File: config.mk
export PLATFORM = sky130hd
export DESIGN_NAME = joystick_mouse_port_emulator
export DESIGN_NICKNAME = d
export VERILOG_FILES = /design/src/sv/jmpe_pkg.sv /design/src/sv/jmpe_cfg_regs.sv /design/src/sv/jmpe_in_stage.sv /design/src/sv/jmpe_pin_core.sv /design/src/sv/joystick_mouse_port_emulator.sv
export SDC_FILE = /design/constraint.sdc
export NUM_CORES = 1
export LEC_CHECK = 0
export BUFFER_PORTS_ARGS = -buffer_cell sky130_fd_sc_hd__buf_2
export CORE_ASPECT_RATIO = 1.4
export CORE_MARGIN = 2
export CORE_UTILIZATION = 35
export DETAILED_ROUTE_END_ITERATION = 10
export PLACE_DENSITY = 0.55
export SYNTH_ARGS = -nofsm -noshare
export SYNTH_HDL_FRONTEND = slang
export SYNTH_HIERARCHICAL = 1
export SYNTH_SLANG_ARGS = --single-unit
File: constraint.sdc
create_clock -name clk -period 9.4 [get_ports clk]
set_input_delay 0.94 -clock clk [delete_from_list [all_inputs] [get_ports clk]]
set_output_delay 0.94 -clock clk [all_outputs]
set_load 0.01 [all_outputs]
File: src/sv/jmpe_pkg.sv
package jmpe_pkg;

    localparam int STEP_BITS_DEF     = 2;
    localparam int PENDING_WIDTH_DEF = 20;

    localparam int DIST_W = 16;
    localparam int GAIN_W = 12;
    localparam int PROD_W = DIST_W + GAIN_W;
    localparam int MAG_W  = PROD_W - 8;   // rounded |distance| * gain, Q4.8 fraction dropped
    localparam int PINS_W = 9;
    localparam int PAT_W  = 32;
    localparam int CFG_INDEX_W = 2;

    localparam logic [PINS_W-1:0] PIN_RESET   = 9'h16f;
    localparam logic [PAT_W-1:0]  ENC_RESET   = 32'h3c3c3c3c;
    localparam logic [PAT_W-1:0]  QUAD_RESET  = 32'hf0f0f0f0;
    localparam logic [GAIN_W-1:0] GAIN_RESET  = 12'd333;
    localparam logic [PROD_W-1:0] ROUND_HALF  = PROD_W'(128);

    // bit positions of the port pins (bit n is pin n+1)
    localparam int PIN1 = 0;
    localparam int PIN2 = 1;
    localparam int PIN3 = 2;
    localparam int PIN4 = 3;
    localparam int PIN6 = 5;
    localparam int PIN9 = 8;

    localparam logic [1:0] LEVEL_ZERO = 2'b00;
    localparam logic [1:0] LEVEL_POS1 = 2'b01;
    localparam logic [1:0] LEVEL_NEG2 = 2'b10;
    localparam logic [1:0] LEVEL_NEG1 = 2'b11;

    typedef enum logic [CFG_INDEX_W-1:0] {
        CFG_MOUSE_PORT = 2'd0,
        CFG_MOUSE_MODE = 2'd1,
        CFG_SPEED_GAIN = 2'd2
    } cfg_index_t;

    typedef enum logic [2:0] {
        REQ_AXIS  = 3'd0,
        REQ_FIRE  = 3'd1,
        REQ_MOVE  = 3'd2,
        REQ_LEFT  = 3'd3,
        REQ_RIGHT = 3'd4,
        REQ_TICK  = 3'd5
    } req_type_t;

    typedef struct packed {
        logic              mouse_on_second_port;
        logic              mouse_mode;
        logic [GAIN_W-1:0] speed_gain;
    } cfg_t;

    typedef struct packed {
        logic [2:0]       req_type;
        logic             port_select;
        logic             axis_select;
        logic [1:0]       level;
        logic             neg;
        logic [MAG_W-1:0] mag;
    } item_t;

endpackage

File: src/sv/jmpe_cfg_regs.sv
module jmpe_cfg_regs
    import jmpe_pkg::*;
(
    input  logic                   clk,
    input  logic                   rst_n,
    input  logic                   cfg_valid,
    output logic                   cfg_ready,
    input  logic [CFG_INDEX_W-1:0] cfg_index,
    input  logic [GAIN_W-1:0]      cfg_data,
    output cfg_t                   cfg
);

    cfg_t cfg_reg;

    assign cfg_ready = 1'b1;
    assign cfg       = cfg_reg;

    always_ff @(posedge clk or negedge rst_n)
    begin
        if (!rst_n)
        begin
            cfg_reg.mouse_on_second_port <= 1'b0;
            cfg_reg.mouse_mode           <= 1'b0;
            cfg_reg.speed_gain           <= GAIN_RESET;
        end
        else if (cfg_valid)
        begin
            case (cfg_index_t'(cfg_index))
                CFG_MOUSE_PORT: cfg_reg.mouse_on_second_port <= cfg_data[0];
                CFG_MOUSE_MODE: cfg_reg.mouse_mode           <= cfg_data[0];
                CFG_SPEED_GAIN: cfg_reg.speed_gain           <= cfg_data;
                default: ;
            endcase
        end
    end

endmodule

File: src/sv/jmpe_in_stage.sv
module jmpe_in_stage
    import jmpe_pkg::*;
(
    input  logic              clk,
    input  logic              rst_n,
    input  logic              req_valid,
    output logic              req_ready,
    input  logic [2:0]        req_type,
    input  logic              port_select,
    input  logic              axis_select,
    input  logic signed [1:0] level,
    input  logic signed [DIST_W-1:0] distance,
    input  logic [GAIN_W-1:0] speed_gain,
    input  logic              take,
    output logic              item_valid,
    output item_t             item
);

    logic              valid_reg;
    item_t             item_reg;
    logic [DIST_W-1:0] dist_mag;
    logic [PROD_W-1:0] product;
    logic [PROD_W-1:0] rounded;

    // -32768 wraps to 0x8000, which is the right magnitude read unsigned
    assign dist_mag = distance[DIST_W-1] ? (~distance + DIST_W'(1)) : distance;
    assign product  = PROD_W'(dist_mag) * PROD_W'(speed_gain);
    assign rounded  = product + ROUND_HALF;

    assign req_ready  = !valid_reg || take;
    assign item_valid = valid_reg;
    assign item       = item_reg;

    always_ff @(posedge clk or negedge rst_n)
    begin
        if (!rst_n)
        begin
            valid_reg <= 1'b0;
        end
        else if (req_valid && req_ready)
        begin
            valid_reg <= 1'b1;
        end
        else if (take)
        begin
            valid_reg <= 1'b0;
        end
    end

    always_ff @(posedge clk)
    begin
        if (req_valid && req_ready)
        begin
            item_reg.req_type    <= req_type;
            item_reg.port_select <= port_select;
            item_reg.axis_select <= axis_select;
            item_reg.level       <= level;
            item_reg.neg         <= distance[DIST_W-1];
            item_reg.mag         <= rounded[PROD_W-1:8];
        end
    end

endmodule

File: src/sv/jmpe_pin_core.sv
module jmpe_pin_core
    import jmpe_pkg::*;
#(
    parameter int STEP_BITS     = STEP_BITS_DEF,
    parameter int PENDING_WIDTH = PENDING_WIDTH_DEF
)
(
    input  logic              clk,
    input  logic              rst_n,
    input  cfg_t              cfg,
    input  logic              item_valid,
    input  item_t             item,
    output logic              take,
    output logic              res_valid,
    input  logic              res_ready,
    output logic [PINS_W-1:0] first_port_pins,
    output logic [PINS_W-1:0] second_port_pins
);

    localparam int PW    = PENDING_WIDTH;
    localparam int S     = STEP_BITS;
    localparam int SUM_W = ((PW > MAG_W + 1) ? PW : (MAG_W + 1)) + 1;
    localparam logic [SUM_W-1:0] SAT_MAX = {{(SUM_W - PW + 1){1'b0}}, {(PW - 1){1'b1}}};
    localparam logic [SUM_W-1:0] SAT_MIN = ~SAT_MAX;

    logic              out_valid_reg;
    logic [PINS_W-1:0] first_pins_reg;
    logic [PINS_W-1:0] second_pins_reg;
    logic [PAT_W-1:0]  h_enc_reg, h_quad_reg, v_enc_reg, v_quad_reg;
    logic [PW-1:0]     h_pend_reg, v_pend_reg;

    logic [PINS_W-1:0] pins_next [2];
    logic [PAT_W-1:0]  h_enc_next, h_quad_next, v_enc_next, v_quad_next;
    logic [PW-1:0]     h_pend_next, v_pend_next;

    logic [PW-1:0]     sel_pend;
    logic [SUM_W-1:0]  pend_ext, mag_ext, sum;
    logic [PW-1:0]     sat_pend;
    logic              mp;
    logic              released;

    assign take             = item_valid && (!out_valid_reg || res_ready);
    assign res_valid        = out_valid_reg;
    assign first_port_pins  = first_pins_reg;
    assign second_port_pins = second_pins_reg;

    assign mp       = cfg.mouse_on_second_port;
    assign released = (item.level == LEVEL_ZERO);

    // saturating accumulate, shared by both axes
    assign sel_pend = item.axis_select ? v_pend_reg : h_pend_reg;
    assign pend_ext = {{(SUM_W - PW){sel_pend[PW-1]}}, sel_pend};
    assign mag_ext  = {{(SUM_W - MAG_W){1'b0}}, item.mag};
    assign sum      = item.neg ? (pend_ext - mag_ext) : (pend_ext + mag_ext);

    always_comb
    begin
        if ($signed(sum) > $signed(SAT_MAX))
        begin
            sat_pend = SAT_MAX[PW-1:0];
        end
        else if ($signed(sum) < $signed(SAT_MIN))
        begin
            sat_pend = SAT_MIN[PW-1:0];
        end
        else
        begin
            sat_pend = sum[PW-1:0];
        end
    end

    always_comb
    begin
        pins_next[0] = first_pins_reg;
        pins_next[1] = second_pins_reg;
        h_enc_next   = h_enc_reg;
        h_quad_next  = h_quad_reg;
        v_enc_next   = v_enc_reg;
        v_quad_next  = v_quad_reg;
        h_pend_next  = h_pend_reg;
        v_pend_next  = v_pend_reg;

        case (item.req_type)
            REQ_AXIS:
            begin
                if (item.level != LEVEL_NEG2)
                begin
                    if (item.axis_select)
                    begin
                        pins_next[item.port_select][PIN1] = (item.level != LEVEL_NEG1);
                        pins_next[item.port_select][PIN2] = (item.level != LEVEL_POS1);
                    end
                    else
                    begin
                        pins_next[item.port_select][PIN3] = (item.level != LEVEL_NEG1);
                        pins_next[item.port_select][PIN4] = (item.level != LEVEL_POS1);
                    end
                end
            end
            REQ_FIRE:
            begin
                pins_next[item.port_select][PIN6] = released;
            end
            REQ_MOVE:
            begin
                if (item.axis_select)
                begin
                    v_pend_next = sat_pend;
                end
                else
                begin
                    h_pend_next = sat_pend;
                end
            end
            REQ_LEFT:
            begin
                pins_next[mp][PIN6] = released;
            end
            REQ_RIGHT:
            begin
                pins_next[mp][PIN9] = released;
            end
            REQ_TICK:
            begin
                // positive pending rotates left, negative rotates right
                if (h_pend_reg != '0)
                begin
                    if (!h_pend_reg[PW-1])
                    begin
                        h_enc_next  = {h_enc_reg[PAT_W-1-S:0], h_enc_reg[PAT_W-1:PAT_W-S]};
                        h_quad_next = {h_quad_reg[PAT_W-1-S:0], h_quad_reg[PAT_W-1:PAT_W-S]};
                        h_pend_next = h_pend_reg - PW'(1);
                    end
                    else
                    begin
                        h_enc_next  = {h_enc_reg[S-1:0], h_enc_reg[PAT_W-1:S]};
                        h_quad_next = {h_quad_reg[S-1:0], h_quad_reg[PAT_W-1:S]};
                        h_pend_next = h_pend_reg + PW'(1);
                    end
                    pins_next[mp][PIN2] = h_enc_next[0];
                    if (cfg.mouse_mode)
                    begin
                        pins_next[mp][PIN1] = h_quad_next[0];
                    end
                    else
                    begin
                        pins_next[mp][PIN4] = h_quad_next[0];
                    end
                end
                if (v_pend_reg != '0)
                begin
                    if (!v_pend_reg[PW-1])
                    begin
                        v_enc_next  = {v_enc_reg[PAT_W-1-S:0], v_enc_reg[PAT_W-1:PAT_W-S]};
                        v_quad_next = {v_quad_reg[PAT_W-1-S:0], v_quad_reg[PAT_W-1:PAT_W-S]};
                        v_pend_next = v_pend_reg - PW'(1);
                    end
                    else
                    begin
                        v_enc_next  = {v_enc_reg[S-1:0], v_enc_reg[PAT_W-1:S]};
                        v_quad_next = {v_quad_reg[S-1:0], v_quad_reg[PAT_W-1:S]};
                        v_pend_next = v_pend_reg + PW'(1);
                    end
                    if (cfg.mouse_mode)
                    begin
                        pins_next[mp][PIN3] = v_enc_next[0];
                        pins_next[mp][PIN4] = v_quad_next[0];
                    end
                    else
                    begin
                        pins_next[mp][PIN1] = v_enc_next[0];
                        pins_next[mp][PIN3] = v_quad_next[0];
                    end
                end
            end
            default: ;
        endcase
    end

    always_ff @(posedge clk or negedge rst_n)
    begin
        if (!rst_n)
        begin
            out_valid_reg   <= 1'b0;
            first_pins_reg  <= PIN_RESET;
            second_pins_reg <= PIN_RESET;
            h_enc_reg       <= ENC_RESET;
            h_quad_reg      <= QUAD_RESET;
            v_enc_reg       <= ENC_RESET;
            v_quad_reg      <= QUAD_RESET;
            h_pend_reg      <= '0;
            v_pend_reg      <= '0;
        end
        else
        begin
            if (take)
            begin
                out_valid_reg   <= 1'b1;
                first_pins_reg  <= pins_next[0];
                second_pins_reg <= pins_next[1];
                h_enc_reg       <= h_enc_next;
                h_quad_reg      <= h_quad_next;
                v_enc_reg       <= v_enc_next;
                v_quad_reg      <= v_quad_next;
                h_pend_reg      <= h_pend_next;
                v_pend_reg      <= v_pend_next;
            end
            else if (res_ready)
            begin
                out_valid_reg <= 1'b0;
            end
        end
    end

    // a result waiting for its beat must not be overwritten
    a_stall_holds: assert property (@(posedge clk) disable iff (!rst_n)
        out_valid_reg && !res_ready |=> $stable(first_pins_reg) && $stable(second_pins_reg))
        else $error("result pins changed while stalled");

    a_valid_from_item: assert property (@(posedge clk) disable iff (!rst_n)
        $rose(out_valid_reg) |-> $past(item_valid))
        else $error("result raised without an item");

    a_tick_counts_down: assert property (@(posedge clk) disable iff (!rst_n)
        take && item.req_type == REQ_TICK && !h_pend_reg[PW-1] && h_pend_reg != '0
        |=> h_pend_reg == $past(h_pend_reg) - PW'(1))
        else $error("horizontal pending did not step toward zero");

    a_fixed_pins: assert property (@(posedge clk) disable iff (!rst_n)
        first_pins_reg[7:6] == PIN_RESET[7:6] && first_pins_reg[4] == PIN_RESET[4]
        && second_pins_reg[7:6] == PIN_RESET[7:6] && second_pins_reg[4] == PIN_RESET[4])
        else $error("undriven pin changed");

endmodule

File: src/sv/joystick_mouse_port_emulator.sv
// A request is registered in the input stage, then in the result-stage pin registers.
// Throughput: one request per cycle unless res_ready stalls; the gain multiply sits
// in the input stage and the saturating accumulate, pattern rotation and pin update in
// the result stage. The pin registers are the result register; a stalled result stalls
// the input stage. Reset (rst_n low, asynchronous): pins 0x16f on both ports, patterns
// to their seeds, pending counts to zero, mouse on port one, Amiga mapping, gain 333.
module joystick_mouse_port_emulator
    import jmpe_pkg::*;
#(
    parameter int STEP_BITS     = STEP_BITS_DEF,
    parameter int PENDING_WIDTH = PENDING_WIDTH_DEF
)
(
    input  logic                     clk,
    input  logic                     rst_n,
    input  logic                     cfg_valid,
    output logic                     cfg_ready,
    input  logic [CFG_INDEX_W-1:0]   cfg_index,
    input  logic [GAIN_W-1:0]        cfg_data,
    input  logic                     req_valid,
    output logic                     req_ready,
    input  logic [2:0]               req_type,
    input  logic                     port_select,
    input  logic                     axis_select,
    input  logic signed [1:0]        level,
    input  logic signed [DIST_W-1:0] distance,
    output logic                     res_valid,
    input  logic                     res_ready,
    output logic [PINS_W-1:0]        first_port_pins,
    output logic [PINS_W-1:0]        second_port_pins
);

    cfg_t  cfg;
    item_t item;
    logic  item_valid;
    logic  take;

    jmpe_cfg_regs u_cfg (
        .clk       (clk),
        .rst_n     (rst_n),
        .cfg_valid (cfg_valid),
        .cfg_ready (cfg_ready),
        .cfg_index (cfg_index),
        .cfg_data  (cfg_data),
        .cfg       (cfg)
    );

    jmpe_in_stage u_in (
        .clk         (clk),
        .rst_n       (rst_n),
        .req_valid   (req_valid),
        .req_ready   (req_ready),
        .req_type    (req_type),
        .port_select (port_select),
        .axis_select (axis_select),
        .level       (level),
        .distance    (distance),
        .speed_gain  (cfg.speed_gain),
        .take        (take),
        .item_valid  (item_valid),
        .item        (item)
    );

    jmpe_pin_core #(
        .STEP_BITS     (STEP_BITS),
        .PENDING_WIDTH (PENDING_WIDTH)
    ) u_core (
        .clk              (clk),
        .rst_n            (rst_n),
        .cfg              (cfg),
        .item_valid       (item_valid),
        .item             (item),
        .take             (take),
        .res_valid        (res_valid),
        .res_ready        (res_ready),
        .first_port_pins  (first_port_pins),
        .second_port_pins (second_port_pins)
    );

endmodule
# Word-level counts from Yosys, hierarchy flattened
# Index checks and enable logic that the tools add are counted.
[word_totals] register_bits=230 in_bits=42 output_inout_bits=21 wordCells=150
[op_classes] n_addsub=8 mul=1 magnitude_cmp=6 n_eq_ne=15 muxes=73 bitwise_logic=3 n_reduce_logical=25
[ops] op="$mux 32" count=12
[ops] op="$bwmux 18" count=14
[ops] op="$mux 20" count=9
[ops] op="$mux 18" count=7
[ops] op="$demux 9 s1" count=11
[ops] op="$pmux 18 s5" count=1
[ops] op="$pmux 20 s2" count=2
[ops] op="$add 20x1->20 const B" count=2
[ops] op="$reduce_bool 20->1" count=2
[ops] op="$sub 20x1->20 const B" count=2
[ops] op="$add 28x8->28 const B" count=1
[ops] op="$mul 16x12->28" count=1
[ops] op="$add 20x21->22" count=1
[ops] op="$gt 22x20->1 const B" count=1
[ops] op="$lt 22x20->1 const B" count=1
[ops] op="$mux 22" count=1
[ops] op="$sub 20x21->22" count=1
[ops] op="$add 16x2->16 const B" count=1
[ops] op="$mux 16" count=1
[ops] op="$not 16->16" count=1
[ops] op="$mux 6" count=2
[ops] op="$mux 9" count=1
[ops] op="$reduce_and 3->1" count=3
[ops] op="$mux 4" count=2
[ops] op="22 further kinds" count=51

# Depth between registers and ports, before layout
[depth] depth_word=15 depth_mapped=27 ltp_nobuf=24

# Hierarchy
# Netlist, hierarchy kept.
[modules_own_cells] module="jmpe_pin_core" n_inst=1 cells_each=1095 area_per_inst_um2=9407.8 seq_area_each_um2=3135.5
[modules_own_cells] module="jmpe_in_stage" n_inst=1 cells_each=806 area_per_inst_um2=7387.1 seq_area_each_um2=865.8
[modules_own_cells] module="jmpe_cfg_regs" n_inst=1 cells_each=34 area_per_inst_um2=609.3 seq_area_each_um2=356.6

# Worst setup path before layout
# No wires, ideal clock.
[synth_path] path_type="input port to flip-flop" startpoint="in distance[0]" endpoint="reg u_in.item_reg (netlist bit u_in/item[19]), data pin" setup_ns=0.260 arrival_ns=6.774 required_ns=9.140 slack_ns=2.366 stages=25 n_path_buf=3 path_cell_list="clkbuf_1 -> inv_1 -> ha_1 -> nand3b_1 -> or2_1 -> o41ai_1 -> xnor2_1 -> buf_2 -> nand2_1 -> fa_1 -> inv_1 -> fa_1 -> fa_1 -> fa_1 -> inv_1 -> fa_1 -> inv_1 -> ha_1 -> clkbuf_1 -> a211oi_1 -> nor2_1 -> o41a_1 -> a221o_1 -> o21bai_1 -> xnor2_1"
[synth_via] elab_chain_cells=5
[synth_rtl] item="from (decl)" line="joystick_mouse_port_emulator.sv:26" text="input logic signed [DIST_W-1:0] distance,"
[synth_rtl] item="$not 16->16" line="jmpe_in_stage.sv:26" text="assign dist_mag = distance[DIST_W-1] ? (~distance + DIST_W'(1)) : distance;"
[synth_rtl] item="$add 16x2->16" line="jmpe_in_stage.sv:26"
[synth_rtl] item="$mux 16 *" line="jmpe_in_stage.sv:26"
[synth_rtl] item="$mul 16x12->28 *" line="jmpe_in_stage.sv:27" text="assign product = PROD_W'(dist_mag) * PROD_W'(speed_gain);"
[synth_rtl] item="$add 28x8->28 *" line="jmpe_in_stage.sv:28" text="assign rounded = product + ROUND_HALF;"
[synth_rtl] item="net u_in.rounded[27]" line="jmpe_in_stage.sv:23" text="logic [PROD_W-1:0] rounded;"
[synth_rtl] item="to (decl)" line="jmpe_in_stage.sv:20" text="item_t item_reg;"
# The timed path passes the listed nets; every way through them passes the cells marked *.
# A chain may end at the register's enable or synchronous reset.

# Worst setup path after layout
[layout_path] startpoint="in distance[0]" endpoint="reg u_in.item_reg (netlist bit u_in/item[11]), data pin"
# The elaborated chain is that of the path after synthesis.

==> flow_metrics.py <==
metrics = {
    "cells_and_area": {
        "drive_above_1_share_pct": 11.8,
        "stdcell_area_um2": 18800,
        "diodes": 0,
        "fin_nets": 2258,
        "multi_input_area_um2": 11900,
        "nFillCells": 4988,
        "seq_area_um2": 4360,
        "syn_to_final_growth_pct": 7.99,
    },
    "worst_setup_path": {
        "worstSetupPathType": "input pin to flop",
        "start_kind": "input pin",
        "r2r_cells": 16,
        "reg2reg_to": "u_in/item[11]$_DFFE_PP_",
        "crit_arrival_ns": 7.79,
        "r2r_slack_ns": 3.31,
        "cp.required_ns": 9.60,
        "rr_startpoint": "u_cfg/cfg[9]$_DFFE_PN0P_",
        "end_kind": "flop",
        "crit_fanout": 14,
    },
    "timing": {
        "slew-limit-headroom_pct": 11.7,
        "finalHoldViolations": 0,
        "finClkSkew_ns": 0.0165,
        "grt_setup_unrepaired": "no",
        "fmax_mhz": 132,
        "final-setup-viol-count": 0,
        "drv_slew": 0,
        "period_share_pct": 80.8,
        "max_slew.worst_pin.slew_ns": 1.31,
        "finalSetupTns_ns": 0,
        "min_period_ns": 7.59,
    },
    "floorplanning": {
        "pin_count": 63,
        "dieArea_um2": 51600,
        "rows": 96,
        "start_util_pct": 35.4,
        "core_region_area_um2": 49100,
        "die_height_um": 268,
        "die_w_um": 192,
    },
    "logic_synthesis": {
        "synth_cell_types": 83,
        "ys_seq_elements": 166,
        "synth_cells": 1935,
        "synthArstFlopShare_pct": 83.1,
        "synth_most_common_cell": "nand2_1",
        "synthFlopType": "dfrtp_1",
        "synth_seq_area_share_pct": 25.0,
        "synth-edff-count": 28,
        "yosysTopAreaCell": "fa_1",
        "ys_warn_count": 6,
        "synth_area_per_cell_um2": 8.99,
        "syn_area_um2": 17400,
        "yosysTopAreaCellShare_pct": 16.4,
        "synth.net_count": 2255,
        "synth_commonest_cells": "268 x nand2_1, 195 x inv_1, 143 x fa_1, 135 x ha_1, 128 x o21ai_0",
        "synth_area_leaders": "fa_1 16%, dfrtp_1 13%, ha_1 9.7%",
    },
    "job": {
        "cap_violations": 0,
    },
    "detailed_routing": {
        "vias": 13300,
        "wl_per_cell_um": 16.1,
        "finalWirelength_um": 41700,
        "drtIter0Drc": 603,
        "drcViolationCount": 0,
        "detail-route-antenna-nets": 0,
        "vias_per_cell": 5.14,
        "firstDrtPassIters": 5,
    },
    "cts": {
        "cts_num_sinks": 166,
        "hold_buffers": 0,
        "cts_buffers": 17,
        "path_clk_slew_ns": 0.07,
        "cts_resized": 0,
        "cts_tree": "done",
        "clk-insertion-delay-late_ns": 0.47,
        "postCtsSetupRepairBufs": 0,
        "clk_path_buf_depth": 2,
        "cts-root-buf": "clkbuf_16",
        "h-tree-depth": 4,
    },
    "global_routing": {
        "gr-total-overflow": 0,
        "grt_max_degree": 80,
        "gr-usage-all-layers_pct": 16.9,
        "antenna_found_initial": 0,
        "grt_pass1_vias": 14000,
        "grt_pass1_wl_um": 69100,
    },
    "place": {
        "hpwl_um": 32200,
        "dpl-instance-area_um2": 18300,
        "place_congestion": 0.848,
        "numPortBuffers": 61,
    },
    "min_path": {
        "min_path_type": "flop to flop",
        "min_path_cells": 0,
    },
    "outcome": {
        "status": "complete, no violations",
    },
}
==> logic make-up after synthesis <==
logic type,synth area share [%]
DFF,25.0
muxes,6.66
buffers and inverters,6.49
and+or+nand+nor,16.3
AOI/OAI and AO/OA,14.4
other,0.0215
adders and majority gates,26.2
xor gates and xnor gates,4.87
==> through the flow <==
step                      utilization [%]  instances  setup slack (ns)  hold slack, ns
after detailed placement             37.2       2556              1.38           0.357
after global placement               37.2       2556              1.57           0.356
final                                38.3       2588              1.81           0.367
after CTS                            38.3       2588              1.86           0.367
after global routing                 38.3       2588              1.39           0.370
after floorplan                         -       1935              2.37           0.454
==> cell type report <==
type / instances / area share [%]
Multi-Input combinational cell: 1481 / 63.5
Sequential cell: 166 / 23.2
Clock inverter: 11 / 0.493
Tap cell: 637 / 4.24
Clock buffer: 21 / 2.40
Timing Repair Buffer: 76 / 2.26
Inverter: 196 / 3.91
==> cell usage in the layout (no fill, tap or decap), types with 31 or more instances in the layout <==
cell	n
a21o_1	31
nor2_1	107
dfrtp_1	85
mux2i_1	67
o21ai_0	128
fa_1	143
xnor2_1	71
nand2_1	268
inv_1	195
dfstp_2	51
buf_2	60
and2_1	78
a31oi_1	42
a21oi_1	81
ha_1	135
==> layer usage <==
layer	up-vias	wire, um	global-route usage [%]
met4	0	1180	6.95
met5	-	0	0
met2	240	21600	31.3
met3	69	1280	2.08
met1	6446	17700	19.4
li1	6540	-	-
==> worst max path at each step <==
stage	slack (ns)	startpoint	endpoint	cells past startpoint
2_1_floorplan	2.37	distance[0]	u_in/item[19]$_DFFE_PP_	25
3_3_place_gp	1.57	distance[0]	u_in/item[11]$_DFFE_PP_	23
3_5_place_dp	1.38	distance[0]	u_in/item[11]$_DFFE_PP_	23
4_1_cts	1.86	distance[0]	u_in/item[11]$_DFFE_PP_	23
5_1_grt	1.39	distance[0]	u_in/item[11]$_DFFE_PP_	23
6_report	1.81	distance[0]	u_in/item[11]$_DFFE_PP_	23
==> critical path: stages <==
cell	delay, ns
buf_2	0.22
inv_1	0.07
ha_1	0.22
nand3b_1	0.11
or2_1	0.19
o21ai_0	0.12
xnor2_1	0.96
nand2_1	0.17
fa_1	0.50
fa_1	0.53
inv_1	0.05
fa_1	0.48
fa_1	0.55
inv_1	0.05
fa_1	0.53
inv_1	0.05
ha_1	0.33
and3_1	0.23
a221oi_1	0.53
o21ai_0	0.32
a31oi_1	0.32
o21ai_0	0.15
xor2_1	0.15
Power is not shown: default switching activity piles up to over one toggle a cycle in this logic, so the estimate is an artifact.
